--- src/design/ecal_pkg.sv ---
package ecal_pkg;

  localparam int REM_W   = 31;
  localparam int YEAR_W  = 8;
  localparam int MON_W   = 4;
  localparam int DAY_W   = 5;
  localparam int HOUR_W  = 5;
  localparam int MIN_W   = 6;
  localparam int SEC_W   = 6;
  localparam int SHAMT_W = 3;

  localparam int SECS_PER_MIN  = 60;
  localparam int SECS_PER_HOUR = 24 * 0 + 60 * SECS_PER_MIN;
  localparam int SECS_PER_DAY  = 24 * SECS_PER_HOUR;
  localparam int DAYS_PER_YEAR = 365;
  localparam int FEB_DAYS      = 28;

  localparam logic [YEAR_W-1:0] FIRST_YEAR   = YEAR_W'(70);
  localparam logic [YEAR_W-1:0] CENTURY_1900 = YEAR_W'(0);
  localparam logic [YEAR_W-1:0] CENTURY_2100 = YEAR_W'(200);

  localparam logic [MON_W-1:0] MON_FEB  = MON_W'(1);
  localparam logic [MON_W-1:0] MON_APR  = MON_W'(3);
  localparam logic [MON_W-1:0] MON_JUN  = MON_W'(5);
  localparam logic [MON_W-1:0] MON_SEP  = MON_W'(8);
  localparam logic [MON_W-1:0] MON_NOV  = MON_W'(10);
  localparam logic [MON_W-1:0] MON_LAST = MON_W'(11);

  localparam logic [SHAMT_W-1:0] DAY_MSB  = SHAMT_W'(DAY_W - 1);
  localparam logic [SHAMT_W-1:0] HOUR_MSB = SHAMT_W'(HOUR_W - 1);
  localparam logic [SHAMT_W-1:0] MIN_MSB  = SHAMT_W'(MIN_W - 1);

  typedef enum logic [2:0] {
    OP_NONE,
    OP_LOAD,
    OP_YEAR,
    OP_MONTH,
    OP_DAY,
    OP_HOUR,
    OP_MIN,
    OP_STORE
  } ecal_op_e;

  typedef struct packed {
    ecal_op_e           op;
    logic [SHAMT_W-1:0] shamt;
  } ecal_cmd_t;

  typedef struct packed {
    logic ge;
    logic mon_last;
  } ecal_status_t;

  function automatic logic is_leap(input logic [YEAR_W-1:0] yr);
    return (yr[1:0] == 2'b00) && (yr != CENTURY_1900) && (yr != CENTURY_2100);
  endfunction

  function automatic logic [REM_W-1:0] year_secs(input logic leap);
    return leap ? REM_W'((DAYS_PER_YEAR + 1) * SECS_PER_DAY)
                : REM_W'(DAYS_PER_YEAR * SECS_PER_DAY);
  endfunction

  function automatic logic [DAY_W-1:0] month_days(input logic [MON_W-1:0] mon,
                                                 input logic leap);
    logic [DAY_W-1:0] d;
    case (mon) inside
      MON_FEB:                            d = DAY_W'(FEB_DAYS) + DAY_W'(leap);
      MON_APR, MON_JUN, MON_SEP, MON_NOV: d = DAY_W'(30);
      default:                            d = DAY_W'(31);
    endcase
    return d;
  endfunction

endpackage

--- src/design/ecal_in_if.sv ---
interface ecal_in_if;
  logic                       valid;
  logic                       ready;
  logic [ecal_pkg::REM_W-1:0] epoch_seconds;

  modport source (output valid, output epoch_seconds, input ready);
  modport sink   (input valid, input epoch_seconds, output ready);
endinterface

--- src/design/ecal_out_if.sv ---
interface ecal_out_if;
  logic                        valid;
  logic                        ready;
  logic [ecal_pkg::YEAR_W-1:0] years_since_1900;
  logic [ecal_pkg::MON_W-1:0]  month_index;
  logic [ecal_pkg::DAY_W-1:0]  day_of_month;
  logic [ecal_pkg::HOUR_W-1:0] hour_of_day;
  logic [ecal_pkg::MIN_W-1:0]  minute_of_hour;
  logic [ecal_pkg::SEC_W-1:0]  second_of_minute;

  modport source (output valid, output years_since_1900, output month_index,
                  output day_of_month, output hour_of_day, output minute_of_hour,
                  output second_of_minute, input ready);
  modport sink   (input valid, input years_since_1900, input month_index,
                  input day_of_month, input hour_of_day, input minute_of_hour,
                  input second_of_minute, output ready);
endinterface

--- src/design/ecal_datapath.sv ---
module ecal_datapath (
  input  logic                        clk_i,
  input  ecal_pkg::ecal_cmd_t         cmd_i,
  output ecal_pkg::ecal_status_t      status_o,
  input  logic [ecal_pkg::REM_W-1:0]  epoch_seconds_i,
  output logic [ecal_pkg::YEAR_W-1:0] years_since_1900_o,
  output logic [ecal_pkg::MON_W-1:0]  month_index_o,
  output logic [ecal_pkg::DAY_W-1:0]  day_of_month_o,
  output logic [ecal_pkg::HOUR_W-1:0] hour_of_day_o,
  output logic [ecal_pkg::MIN_W-1:0]  minute_of_hour_o,
  output logic [ecal_pkg::SEC_W-1:0]  second_of_minute_o
);

  logic [ecal_pkg::REM_W-1:0]  rem_q;
  logic [ecal_pkg::YEAR_W-1:0] yr_q;
  logic [ecal_pkg::MON_W-1:0]  mon_q;
  logic [ecal_pkg::DAY_W-1:0]  day_q;
  logic [ecal_pkg::HOUR_W-1:0] hr_q;
  logic [ecal_pkg::MIN_W-1:0]  mn_q;

  logic [ecal_pkg::REM_W-1:0]  sub;
  logic [ecal_pkg::REM_W-1:0]  diff;
  logic                        ge;
  logic                        mon_last;

  always_comb begin
    unique case (cmd_i.op)
      ecal_pkg::OP_YEAR:  sub = ecal_pkg::year_secs(ecal_pkg::is_leap(yr_q));
      ecal_pkg::OP_MONTH: sub = ecal_pkg::REM_W'(ecal_pkg::month_days(mon_q,
                                  ecal_pkg::is_leap(yr_q))) *
                                ecal_pkg::REM_W'(ecal_pkg::SECS_PER_DAY);
      ecal_pkg::OP_DAY:   sub = ecal_pkg::REM_W'(ecal_pkg::SECS_PER_DAY) << cmd_i.shamt;
      ecal_pkg::OP_HOUR:  sub = ecal_pkg::REM_W'(ecal_pkg::SECS_PER_HOUR) << cmd_i.shamt;
      ecal_pkg::OP_MIN:   sub = ecal_pkg::REM_W'(ecal_pkg::SECS_PER_MIN) << cmd_i.shamt;
      default:            sub = '0;
    endcase
    ge       = rem_q >= sub;
    diff     = rem_q - sub;
    mon_last = mon_q == ecal_pkg::MON_LAST;
  end

  assign status_o.ge       = ge;
  assign status_o.mon_last = mon_last;

  always_ff @(posedge clk_i) begin
    unique case (cmd_i.op)
      ecal_pkg::OP_LOAD: begin
        rem_q <= epoch_seconds_i;
        yr_q  <= ecal_pkg::FIRST_YEAR;
        mon_q <= '0;
        day_q <= '0;
        hr_q  <= '0;
        mn_q  <= '0;
      end
      ecal_pkg::OP_YEAR: begin
        if (ge) begin
          rem_q <= diff;
          yr_q  <= yr_q + ecal_pkg::YEAR_W'(1);
        end
      end
      ecal_pkg::OP_MONTH: begin
        if (ge && !mon_last) begin
          rem_q <= diff;
          mon_q <= mon_q + ecal_pkg::MON_W'(1);
        end
      end
      ecal_pkg::OP_DAY: begin
        if (ge) rem_q <= diff;
        day_q <= {day_q[ecal_pkg::DAY_W-2:0], ge};
      end
      ecal_pkg::OP_HOUR: begin
        if (ge) rem_q <= diff;
        hr_q <= {hr_q[ecal_pkg::HOUR_W-2:0], ge};
      end
      ecal_pkg::OP_MIN: begin
        if (ge) rem_q <= diff;
        mn_q <= {mn_q[ecal_pkg::MIN_W-2:0], ge};
      end
      ecal_pkg::OP_STORE: begin
        years_since_1900_o <= yr_q;
        month_index_o      <= mon_q;
        day_of_month_o     <= day_q + ecal_pkg::DAY_W'(1);
        hour_of_day_o      <= hr_q;
        minute_of_hour_o   <= mn_q;
        second_of_minute_o <= rem_q[ecal_pkg::SEC_W-1:0];
      end
      default: ;
    endcase
  end

endmodule

--- src/design/ecal_ctrl.sv ---
module ecal_ctrl (
  input  logic                   clk_i,
  input  logic                   rst_ni,
  input  logic                   in_valid_i,
  output logic                   in_ready_o,
  output logic                   out_valid_o,
  input  logic                   out_ready_i,
  input  ecal_pkg::ecal_status_t status_i,
  output ecal_pkg::ecal_cmd_t    cmd_o
);

  typedef enum logic [2:0] {
    S_IDLE,
    S_YEAR,
    S_MONTH,
    S_DAY,
    S_HOUR,
    S_MIN,
    S_DONE
  } state_e;

  state_e                       state_q, state_d;
  logic [ecal_pkg::SHAMT_W-1:0] cnt_q, cnt_d;
  logic                         out_valid_q, out_valid_d;
  logic                         store;

  always_comb begin
    state_d     = state_q;
    cnt_d       = cnt_q;
    cmd_o.op    = ecal_pkg::OP_NONE;
    cmd_o.shamt = cnt_q;
    store       = 1'b0;
    unique case (state_q)
      S_IDLE: begin
        if (in_valid_i) begin
          cmd_o.op = ecal_pkg::OP_LOAD;
          state_d  = S_YEAR;
        end
      end
      S_YEAR: begin
        cmd_o.op = ecal_pkg::OP_YEAR;
        if (!status_i.ge) state_d = S_MONTH;
      end
      S_MONTH: begin
        cmd_o.op = ecal_pkg::OP_MONTH;
        if (!status_i.ge || status_i.mon_last) begin
          state_d = S_DAY;
          cnt_d   = ecal_pkg::DAY_MSB;
        end
      end
      S_DAY: begin
        cmd_o.op = ecal_pkg::OP_DAY;
        cnt_d    = cnt_q - ecal_pkg::SHAMT_W'(1);
        if (cnt_q == '0) begin
          state_d = S_HOUR;
          cnt_d   = ecal_pkg::HOUR_MSB;
        end
      end
      S_HOUR: begin
        cmd_o.op = ecal_pkg::OP_HOUR;
        cnt_d    = cnt_q - ecal_pkg::SHAMT_W'(1);
        if (cnt_q == '0) begin
          state_d = S_MIN;
          cnt_d   = ecal_pkg::MIN_MSB;
        end
      end
      S_MIN: begin
        cmd_o.op = ecal_pkg::OP_MIN;
        cnt_d    = cnt_q - ecal_pkg::SHAMT_W'(1);
        if (cnt_q == '0) state_d = S_DONE;
      end
      S_DONE: begin
        if (!out_valid_q || out_ready_i) begin
          cmd_o.op = ecal_pkg::OP_STORE;
          store    = 1'b1;
          state_d  = S_IDLE;
        end
      end
      default: state_d = S_IDLE;
    endcase

    if (store) out_valid_d = 1'b1;
    else if (out_ready_i) out_valid_d = 1'b0;
    else out_valid_d = out_valid_q;
  end

  always_ff @(posedge clk_i or negedge rst_ni) begin
    if (!rst_ni) begin
      state_q     <= S_IDLE;
      cnt_q       <= '0;
      out_valid_q <= 1'b0;
    end else begin
      state_q     <= state_d;
      cnt_q       <= cnt_d;
      out_valid_q <= out_valid_d;
    end
  end

  assign in_ready_o  = state_q == S_IDLE;
  assign out_valid_o = out_valid_q;

  a_load_starts_year: assert property (@(posedge clk_i) disable iff (!rst_ni)
    (state_q == S_IDLE && in_valid_i) |=> (state_q == S_YEAR))
    else $error("accepted word did not start the year phase");

  a_last_month_leaves: assert property (@(posedge clk_i) disable iff (!rst_ni)
    (state_q == S_MONTH && status_i.mon_last) |=> (state_q == S_DAY))
    else $error("month phase ran past December");

  a_day_to_hour: assert property (@(posedge clk_i) disable iff (!rst_ni)
    (state_q == S_DAY && cnt_q == '0) |=> (state_q == S_HOUR && cnt_q == ecal_pkg::HOUR_MSB))
    else $error("day quotient did not hand over to hours");

  a_done_holds: assert property (@(posedge clk_i) disable iff (!rst_ni)
    (state_q == S_DONE && out_valid_q && !out_ready_i) |=> (state_q == S_DONE && out_valid_q))
    else $error("finished result overwrote a pending word");

  a_store_sets_valid: assert property (@(posedge clk_i) disable iff (!rst_ni)
    store |=> (out_valid_q && state_q == S_IDLE))
    else $error("stored result not presented");

endmodule

--- src/design/epoch_seconds_to_calendar_unit.sv ---
// Converts a 31-bit count of seconds since 1970-01-01 00:00:00 into a Gregorian
// date and time of day (year since 1900, month 0..11, day 1..31, hour, minute,
// second). One conversion is in flight at a time: in.ready is high only while
// the unit is idle. A single compare-and-subtract unit does all the work: years
// and months are removed one at a time; day, hour and minute come out of a
// restoring divide, one quotient bit per cycle. The result sits in an output
// register, so the next word is accepted while it waits to be taken.
module epoch_seconds_to_calendar_unit (
  input  logic              clk_i,
  input  logic              rst_ni,
  ecal_in_if.sink           in_i,
  ecal_out_if.source        out_o
);

  ecal_pkg::ecal_cmd_t    cmd;
  ecal_pkg::ecal_status_t status;

  ecal_ctrl u_ctrl (
    .clk_i       (clk_i),
    .rst_ni      (rst_ni),
    .in_valid_i  (in_i.valid),
    .in_ready_o  (in_i.ready),
    .out_valid_o (out_o.valid),
    .out_ready_i (out_o.ready),
    .status_i    (status),
    .cmd_o       (cmd)
  );

  ecal_datapath u_datapath (
    .clk_i              (clk_i),
    .cmd_i              (cmd),
    .status_o           (status),
    .epoch_seconds_i    (in_i.epoch_seconds),
    .years_since_1900_o (out_o.years_since_1900),
    .month_index_o      (out_o.month_index),
    .day_of_month_o     (out_o.day_of_month),
    .hour_of_day_o      (out_o.hour_of_day),
    .minute_of_hour_o   (out_o.minute_of_hour),
    .second_of_minute_o (out_o.second_of_minute)
  );

endmodule

--- src/flat_wrapper.sv ---
// flat-port wrapper written by rule: the top's interface ports become plain ports
module epoch_seconds_to_calendar_unit_flat 
  (clk_i, rst_ni, in_i_valid, in_i_epoch_seconds, in_i_ready, out_o_valid, out_o_years_since_1900, out_o_month_index, out_o_day_of_month, out_o_hour_of_day, out_o_minute_of_hour, out_o_second_of_minute, out_o_ready);
  ecal_in_if in_i_i ();
  ecal_out_if out_o_i ();
  input  logic clk_i;
  input  logic rst_ni;
  input wire logic [$bits(in_i_i.valid)-1:0] in_i_valid;
  input wire logic [$bits(in_i_i.epoch_seconds)-1:0] in_i_epoch_seconds;
  output wire logic [$bits(in_i_i.ready)-1:0] in_i_ready;
  output wire logic [$bits(out_o_i.valid)-1:0] out_o_valid;
  output wire logic [$bits(out_o_i.years_since_1900)-1:0] out_o_years_since_1900;
  output wire logic [$bits(out_o_i.month_index)-1:0] out_o_month_index;
  output wire logic [$bits(out_o_i.day_of_month)-1:0] out_o_day_of_month;
  output wire logic [$bits(out_o_i.hour_of_day)-1:0] out_o_hour_of_day;
  output wire logic [$bits(out_o_i.minute_of_hour)-1:0] out_o_minute_of_hour;
  output wire logic [$bits(out_o_i.second_of_minute)-1:0] out_o_second_of_minute;
  input wire logic [$bits(out_o_i.ready)-1:0] out_o_ready;
  assign in_i_i.valid = in_i_valid;
  assign in_i_i.epoch_seconds = in_i_epoch_seconds;
  assign in_i_ready = in_i_i.ready;
  assign out_o_valid = out_o_i.valid;
  assign out_o_years_since_1900 = out_o_i.years_since_1900;
  assign out_o_month_index = out_o_i.month_index;
  assign out_o_day_of_month = out_o_i.day_of_month;
  assign out_o_hour_of_day = out_o_i.hour_of_day;
  assign out_o_minute_of_hour = out_o_i.minute_of_hour;
  assign out_o_second_of_minute = out_o_i.second_of_minute;
  assign out_o_i.ready = out_o_ready;
  epoch_seconds_to_calendar_unit u_core (.clk_i(clk_i), .rst_ni(rst_ni), .in_i(in_i_i), .out_o(out_o_i));
endmodule
--- config.mk ---
export PLATFORM = sky130hd
export DESIGN_NAME = epoch_seconds_to_calendar_unit_flat
export DESIGN_NICKNAME = d
export VERILOG_FILES = /design/src/design/ecal_pkg.sv /design/src/design/ecal_in_if.sv /design/src/design/ecal_out_if.sv /design/src/design/ecal_datapath.sv /design/src/design/ecal_ctrl.sv /design/src/design/epoch_seconds_to_calendar_unit.sv /design/src/flat_wrapper.sv
export SDC_FILE = /design/constraint.sdc
export NUM_CORES = 1
export LEC_CHECK = 0
export ABC_AREA = 1
export BUFFER_PORTS_ARGS = -buffer_cell sky130_fd_sc_hd__buf_2
export CORE_UTILIZATION = 50
export CTS_CLUSTER_SIZE = 12
export DETAILED_ROUTE_END_ITERATION = 8
export PLACE_DENSITY = 0.7
export SYNTH_ARGS = -nofsm -noshare
export SYNTH_HDL_FRONTEND = slang
export SYNTH_SLANG_ARGS = --single-unit
--- constraint.sdc ---
create_clock -name clk_i -period 5.3 [get_ports clk_i]
set_clock_uncertainty 0.05 [all_clocks]
set_input_delay 0.53 -clock clk_i [delete_from_list [all_inputs] [get_ports clk_i]]
set_output_delay 0.53 -clock clk_i [all_outputs]
set_load 0.005 [all_outputs]
# --- Word-level counts from Yosys, hierarchy flattened ---
# Cells that the tools add are included.
word_totals:
  reg_bits: 100
  latch_bits: 0
  elab_cells: 117
  ramBits: 0
  n_memories: 0
  input_bits: 35
  out_inout_bits: 36
  romBits: 0
op_classes:
  order_cmp: 1
  add_sub_neg: 6
  n_mul: 1
  n_mux: 34
  div: 0
  bitwise_logic: 0
  eq_ne: 30
  shifts: 3
  reduce_logical: 27
ops:
  columns: ["op", "n"]
  rows:
  - ["31-bit one-hot mux with 5 select lines", 1]
  - ["31-bit one-hot mux with 3 select lines", 1]
  - ["31-bit 2-to-1 mux", 2]
  - ["3-bit one-hot mux with 7 select lines", 2]
  - ["3-bit 2-to-1 mux", 11]
  - ["31-bit greater-or-equal comparator", 1]
  - ["12-bit by 3-bit << shifter with 31-bit output, first input constant", 1]
  - ["17-bit by 3-bit << shifter with 31-bit output, first input constant", 1]
  - ["6-bit by 3-bit << shifter with 31-bit output, first input constant", 1]
  - ["31-bit subtractor", 1]
  - ["3-bit == test, second input constant", 7]
  - ["5-bit one-hot mux with 2 select lines", 2]
  - ["18-bit 2-to-1 mux", 1]
  - ["2-bit != test, second input constant", 9]
  - ["8-bit one-hot mux with 2 select lines", 1]
  - ["5-bit by 10-bit multiplier with 15-bit output, second input constant", 1]
  - ["3-bit by 2-bit == test with 1-bit output, second input constant", 4]
  - ["4-bit == test, second input constant", 3]
  - ["3-bit one-hot mux with 4 select lines", 1]
  - ["6-bit one-hot mux with 2 select lines", 1]
  - ["2-bit nonzero test", 6]
  - ["5-bit 2-to-1 mux", 2]
  - ["8-bit by 1-bit adder with 8-bit output, second input constant", 1]
  - ["8-bit 2-to-1 mux", 1]
  - ["25 further kinds", 40]

# --- Logic depth before layout (Yosys ltp) ---
logic_depth:
  depth_word: 13
  depth_mapped: 26
  depth_no_buf: 26

# --- By module ---
# From an unflattened synthesis, not the netlist that was laid out.
unflattened:
  cells_unflattened: 944
  area_unflattened_um2: 6957.9
by_module_without_submodules:
  columns: ["mod", "n_inst", "cells_per_inst", "area_each_um2", "seq_area_each_um2"]
  rows:
  - ["ecal_datapath", 1, 856, 6351.1, 2792.7]
  - ["ecal_ctrl", 1, 88, 606.8, 175.2]

# --- Least setup slack after synthesis ---
# No wires, ideal clock.
synth_timing:
  path_type: "reg-to-reg"
  start: "reg u_core.u_datapath.yr_q[3] (netlist bit)"
  end: "reg u_core.u_datapath.rem_q[10] (netlist bit) (enable)"
  path_buffers: 0
  synth_period_minus_slack_ps: 3768
  t_arrival_ps: 3334
  path_stages_with_launch: 26
  path_slack_ps: 1532
  cell_sequence: "edfxtp_1 -> inv_1 -> nand2_1 -> o21ai_0 -> nand2_1 -> nand2_1 -> inv_1 -> nand2_1 -> nand2_1 -> ha_1 -> inv_1 -> nor2_1 -> nor4_2 -> ha_1 -> nand2_2 -> inv_2 -> nand2_1 -> nor2_4 -> nand2_2 -> nand2_2 -> nand2_4 -> nand2_4 -> nand2_1 -> nand2_1 -> o211ai_1 -> inv_1"
synth_via:
  elab_chain_cells: 12
  word_cells_on_any_way: 15
  cone_classes: "add/sub (1); mul (1); order compare (1); eq/ne (3); mux (4); reduce/logical (5)"
synth_lines:
  columns: ["element", "line_no", "rtl"]
  rows:
  - ["start, declared", "ecal_datapath.sv:15", "logic [ecal_pkg::YEAR_W-1:0] yr_q;"]
  - ["start signal, assigned", "ecal_datapath.sv:49", "yr_q <= ecal_pkg::FIRST_YEAR;"]
  - ["start signal, assigned", "ecal_datapath.sv:58", "yr_q <= yr_q + ecal_pkg::YEAR_W'(1);"]
  - ["8-bit nonzero test", "ecal_pkg.sv:55", "return (yr[1:0] == 2'b00) && (yr != CENTURY_1900) && (yr != CENTURY_2100);"]
  - ["1-bit logical AND", "ecal_pkg.sv:55", null]
  - ["1-bit logical AND *", "ecal_pkg.sv:55", null]
  - ["3-bit by 2-bit adder with 4-bit output", "ecal_pkg.sv:67", "MON_FEB: d = DAY_W'(FEB_DAYS) + DAY_W'(leap);"]
  - ["5-bit 2-to-1 mux", "ecal_pkg.sv:66", "case (mon) inside"]
  - ["5-bit 2-to-1 mux", "ecal_datapath.sv:27", "unique case (cmd_i.op)"]
  - ["5-bit by 10-bit multiplier with 15-bit output", "ecal_datapath.sv:30", "ecal_pkg::is_leap(yr_q))) *"]
  - ["31-bit one-hot mux with 5 select lines *", "ecal_datapath.sv:27", null]
  - ["31-bit greater-or-equal comparator *", "ecal_datapath.sv:37", "ge = rem_q >= sub;"]
  - ["1-bit logical AND", "ecal_datapath.sv:62", "if (ge && !mon_last) begin"]
  - ["2-bit != test (no source line)", null, null]
  - ["3-bit AND reduction (no source line) *", null, null]
  - ["end signal, assigned", "ecal_datapath.sv:63", "rem_q <= diff;"]
  - ["end signal, assigned", "ecal_datapath.sv:68", "if (ge) rem_q <= diff;"]
  - ["end signal, assigned", "ecal_datapath.sv:72", "if (ge) rem_q <= diff;"]
  - ["end, declared", "ecal_datapath.sv:14", "logic [ecal_pkg::REM_W-1:0] rem_q;"]
# Mark *: on every way between the ends. The rest lies on a longest branch, timed or not. The select of a mux whose other input is x is not followed.
# A chain may end at the register's enable or synchronous reset.

# --- Worst setup path in the final report ---
layout_timing:
  start: "reg u_core.u_ctrl.state_q[0]"
  end: "reg u_core.u_datapath.rem_q[27] (netlist bit) (enable)"
layout_via:
  elab_chain_cells: 8
  word_cells_on_any_way: 22
  cone_classes: "order compare (1); eq/ne (14); mux (2); reduce/logical (5)"
layout_lines:
  columns: ["element", "line_no", "rtl"]
  rows:
  - ["start, declared", "ecal_ctrl.sv:22", "state_e state_q, state_d;"]
  - ["start signal, assigned", "ecal_ctrl.sv:93", "state_q <= state_d;"]
  - ["3-bit == test, or another cell as far along", "ecal_ctrl.sv:33", "unique case (state_q)"]
  - ["3-bit one-hot mux with 7 select lines *", "ecal_ctrl.sv:33", null]
  - ["3-bit == test / 3-bit by 2-bit == test with 1-bit output (equally long branches)", "ecal_datapath.sv:27, ecal_datapath.sv:46", null]
  - ["31-bit one-hot mux with 5 select lines", "ecal_datapath.sv:27", null]
  - ["31-bit greater-or-equal comparator", "ecal_datapath.sv:37", null]
  - ["1-bit logical AND", "ecal_datapath.sv:62", null]
  - ["2-bit != test (no source line)", null, null]
  - ["3-bit AND reduction (no source line) *", null, null]
# Mark *: on every way between the ends. The rest lies on a longest branch, timed or not.

==> flow_summary.yaml <==
synthesis:
  syn_inst: 804
  synth_seq_cells: 100
  yosysUniqueCellTypes: 56
  synth_area_per_cell_um2: 8.27
  synth_ff_type: "edfxtp_1"
  syn_nets: 875
  yosysSeqAreaShare_pct: 44.6
  async_reset_ff_share_pct: 7.00
  synth_edf_count: 93
  yosys_warnings: 0
  synthesis.area_um2: 6650
timing:
  maxSlewViolCount: 0
  setup_viol: 0
  relSlewSlack_pct: 67.3
  period_minus_slack_ns: 4.07
  tightest_slew_ns: 0.485
  finalHoldViolations: 0
  fmax_mhz: 246
  fin_crit_sh_pct: 76.8
  grt_setup_unrepaired: "false"
  holdWs_ns: 0.371
  setup-tns-final_ns: 0
  fin_ws_ns: 1.23
clock_tree:
  clkTransAtPathRegs_ns: 0.07
  clkLatencyLatePin_ns: 0.36
  numCtsBuffers: 9
  cts_resized: 0
  hold_buffers: 1
  htreeDepth: 3
  cts.sinks: 100
  cts.path.max_buffers: 2
  tritoncts: "yes"
  cts-root-buf: "clkbuf_16"
  cts_setup_buffers: 0
setup_path:
  cpMaxStageDelayCell: "dfrtp_1"
  worstPathRequired_ns: 5.26
  crit_path_max_fanout: 29
  cpMostUsedCell: "nand2_1"
  setup.worst_path.end_class: "register"
  worstPathArrival_ns: 4.03
  criticalPathCategory: "register to register"
  path_cells: "inv_1, nor2_2, buf_4, clkinv_1, o22ai_1, a221oi_1, ha_1, nand2_1, inv_1, nand2_1, nor2_4, nand2_2, nand2_2, nand2_4, nand2_4, nand2_1, nand2_1, o211ai_1, inv_1, buf_4"
  slowest_delay_ns: 0.57
  startpoint_type: "register"
placed_design:
  hpwl_mm: 11.8
  pre_cts_slack_ns: 1.27
  gp_congestion: 0.977
  port_buffers: 70
global_routing:
  grtUsageTotal_pct: 23.3
  grt_start_max_net_pins: 43
  antenna_found_initial: 0
  grt_pass1_vias: 5428
  grt_pass1_wl_mm: 25.6
  grt_overflow: 0
routing:
  vias: 5580
  first_pass_iters: 5
  postRouteAntennaNets: 0
  initialDrtViolationCount: 470
  routed_via_density: 5.29
  routed_wl_mm: 15.3
  post-route-drc-count: 0
  wl_per_cell_um: 14.5
cells_and_area:
  num_antenna_cells: 0
  multiInputGateArea_um2: 3170
  fill_cells: 1180
  finish.utilization_pct: 58.7
  area_growth_pct: 12.8
  drive_gt1_share_pct: 16.3
  nets: 949
  seqCellArea_um2: 2970
die:
  dieArea_um2: 13800
  die_x_um: 117
  io_pins: 71
  initial_core_util_pct: 52.1
  core_area_um2: 12800
  rows: 41
  die_y_um: 117
outcome:
  outcome: "finished clean"
flow_run:
  cap_violations: 0
worst_hold_path:
  min_path_type: "register to register"
==> layer usage <==
layer	vias to the layer above	GRT usage, %	share of wire [%]
li1	2817	-	-
met1	2560	30.1	45
met2	175	39.2	48
met3	28	4.04	4.9
met4	0	8.69	2.0
met5	-	0	0
==> flip-flops by register name, indices dropped and copies added (netlist names), 6 cells and up <==
name	flops
u_core.u_datapath.rem_q	31
u_core.u_datapath.mn_q	6
u_core.u_datapath.minute_of_hour_o	6
u_core.u_datapath.second_of_minute_o	6
u_core.u_datapath.yr_q	8
u_core.u_datapath.years_since_1900_o	8
==> critical path, delay by kind of cell, from the launching register on <==
kind	cells	cell delay [ns]
adder cells (fa/ha/maj)	1	0.39
flip-flops	1	0.57
AND/OR/NAND/NOR	10	0.93
AO/OA/AOI/OAI	3	0.56
buffers and inverters	6	1.22
==> synth_stat cells (5+ instances only) <==
| library cell | instances | area (um2) |
|---|---|---|
| inv_2 | 7 | 26.3 |
| nor2_1 | 85 | 319 |
| dfrtp_1 | 7 | 175 |
| o21bai_1 | 6 | 45.0 |
| nand2_1 | 208 | 781 |
| a21oi_1 | 36 | 180 |
| o211ai_1 | 5 | 37.5 |
| nand2_4 | 5 | 56.3 |
| o21ai_1 | 6 | 30.0 |
| o21ai_0 | 35 | 175 |
| ha_1 | 36 | 450 |
| nor2_2 | 5 | 31.3 |
| inv_1 | 108 | 405 |
| nand2_2 | 10 | 62.6 |
| nand3_1 | 48 | 240 |
| nand4_1 | 9 | 56.3 |
| nor3_1 | 13 | 65.1 |
| xnor2_1 | 11 | 96.3 |
| buf_2 | 8 | 40.0 |
| xor2_1 | 9 | 78.8 |
| edfxtp_1 | 93 | 2790 |
==> cell usage in the layout (no fill, tap or decap), types with 4 or more instances in the layout <==
| cell | instances |
|---|---|
| clkbuf_16 | 9 |
| o21ai_0 | 35 |
| nor2_1 | 85 |
| o211ai_1 | 5 |
| o21bai_1 | 6 |
| edfxtp_1 | 93 |
| buf_4 | 4 |
| dfrtp_1 | 7 |
| a21oi_1 | 36 |
| nand2_2 | 10 |
| xor2_1 | 9 |
| nor2_2 | 5 |
| inv_1 | 108 |
| nand3_1 | 48 |
| inv_2 | 7 |
| buf_2 | 70 |
| nand2_1 | 208 |
| nand4_1 | 9 |
| nand2_4 | 5 |
| ha_1 | 36 |
| xnor2_1 | 11 |
| o21ai_1 | 6 |
| nor2_4 | 4 |
| nor3_1 | 13 |
==> kinds of logic (layout without fill, tap and decap cells) <==
logic type	count (synthesis)	after routing	share of synthesized area [%]
AO/OA/AOI/OAI	112	112	10.5
adder cells (fa/ha/maj)	36	36	6.77
XOR/XNOR	20	20	2.63
AND/OR/NAND/NOR	405	405	27.8
flip-flops	100	100	44.6
buffers and inverters	131	210	7.71
==> path summary, 6_finish.rpt <==
check                                           start                                      end  slack, ns  cells past startpoint
setup / recovery             u_core.u_ctrl.state_q[0]              u_core.u_datapath.rem_q[27]       1.23                     20
hold / removal             u_core.u_datapath.rem_q[1]  u_core.u_datapath.second_of_minute_o[1]       0.37                      0
setup reg to reg             u_core.u_ctrl.state_q[0]              u_core.u_datapath.rem_q[27]       1.23                     20
hold reg to reg            u_core.u_datapath.rem_q[1]  u_core.u_datapath.second_of_minute_o[1]       0.37                      0
max in group asynchronous                      rst_ni                   u_core.u_ctrl.cnt_q[0]       4.55                      2
min in group asynchronous                      rst_ni                 u_core.u_ctrl.state_q[2]       0.49                      2
==> area by class of cell <==
| class | instances | area share [%] |
|---|---|---|
| Inverter | 119 | 5.99 |
| Timing Repair Buffer | 75 | 5.21 |
| Clock buffer | 9 | 3.00 |
| Clock inverter | 7 | 1.08 |
| Tap cell | 172 | 2.87 |
| Multi-Input combinational cell | 573 | 42.3 |
| Sequential cell | 100 | 39.6 |
==> stage by stage <==
| stage | instances | instance area (um2) |
|---|---|---|
| global placement | 1038 | 7180 |
| floorplan | 804 | 6650 |
| finish | 1055 | 7500 |
| detailed placement | 1038 | 7180 |
| CTS | 1055 | 7500 |
| global route | 1055 | 7500 |
Power is not shown: default switching activity piles up to over one toggle a cycle in this logic, so the estimate is an artifact.
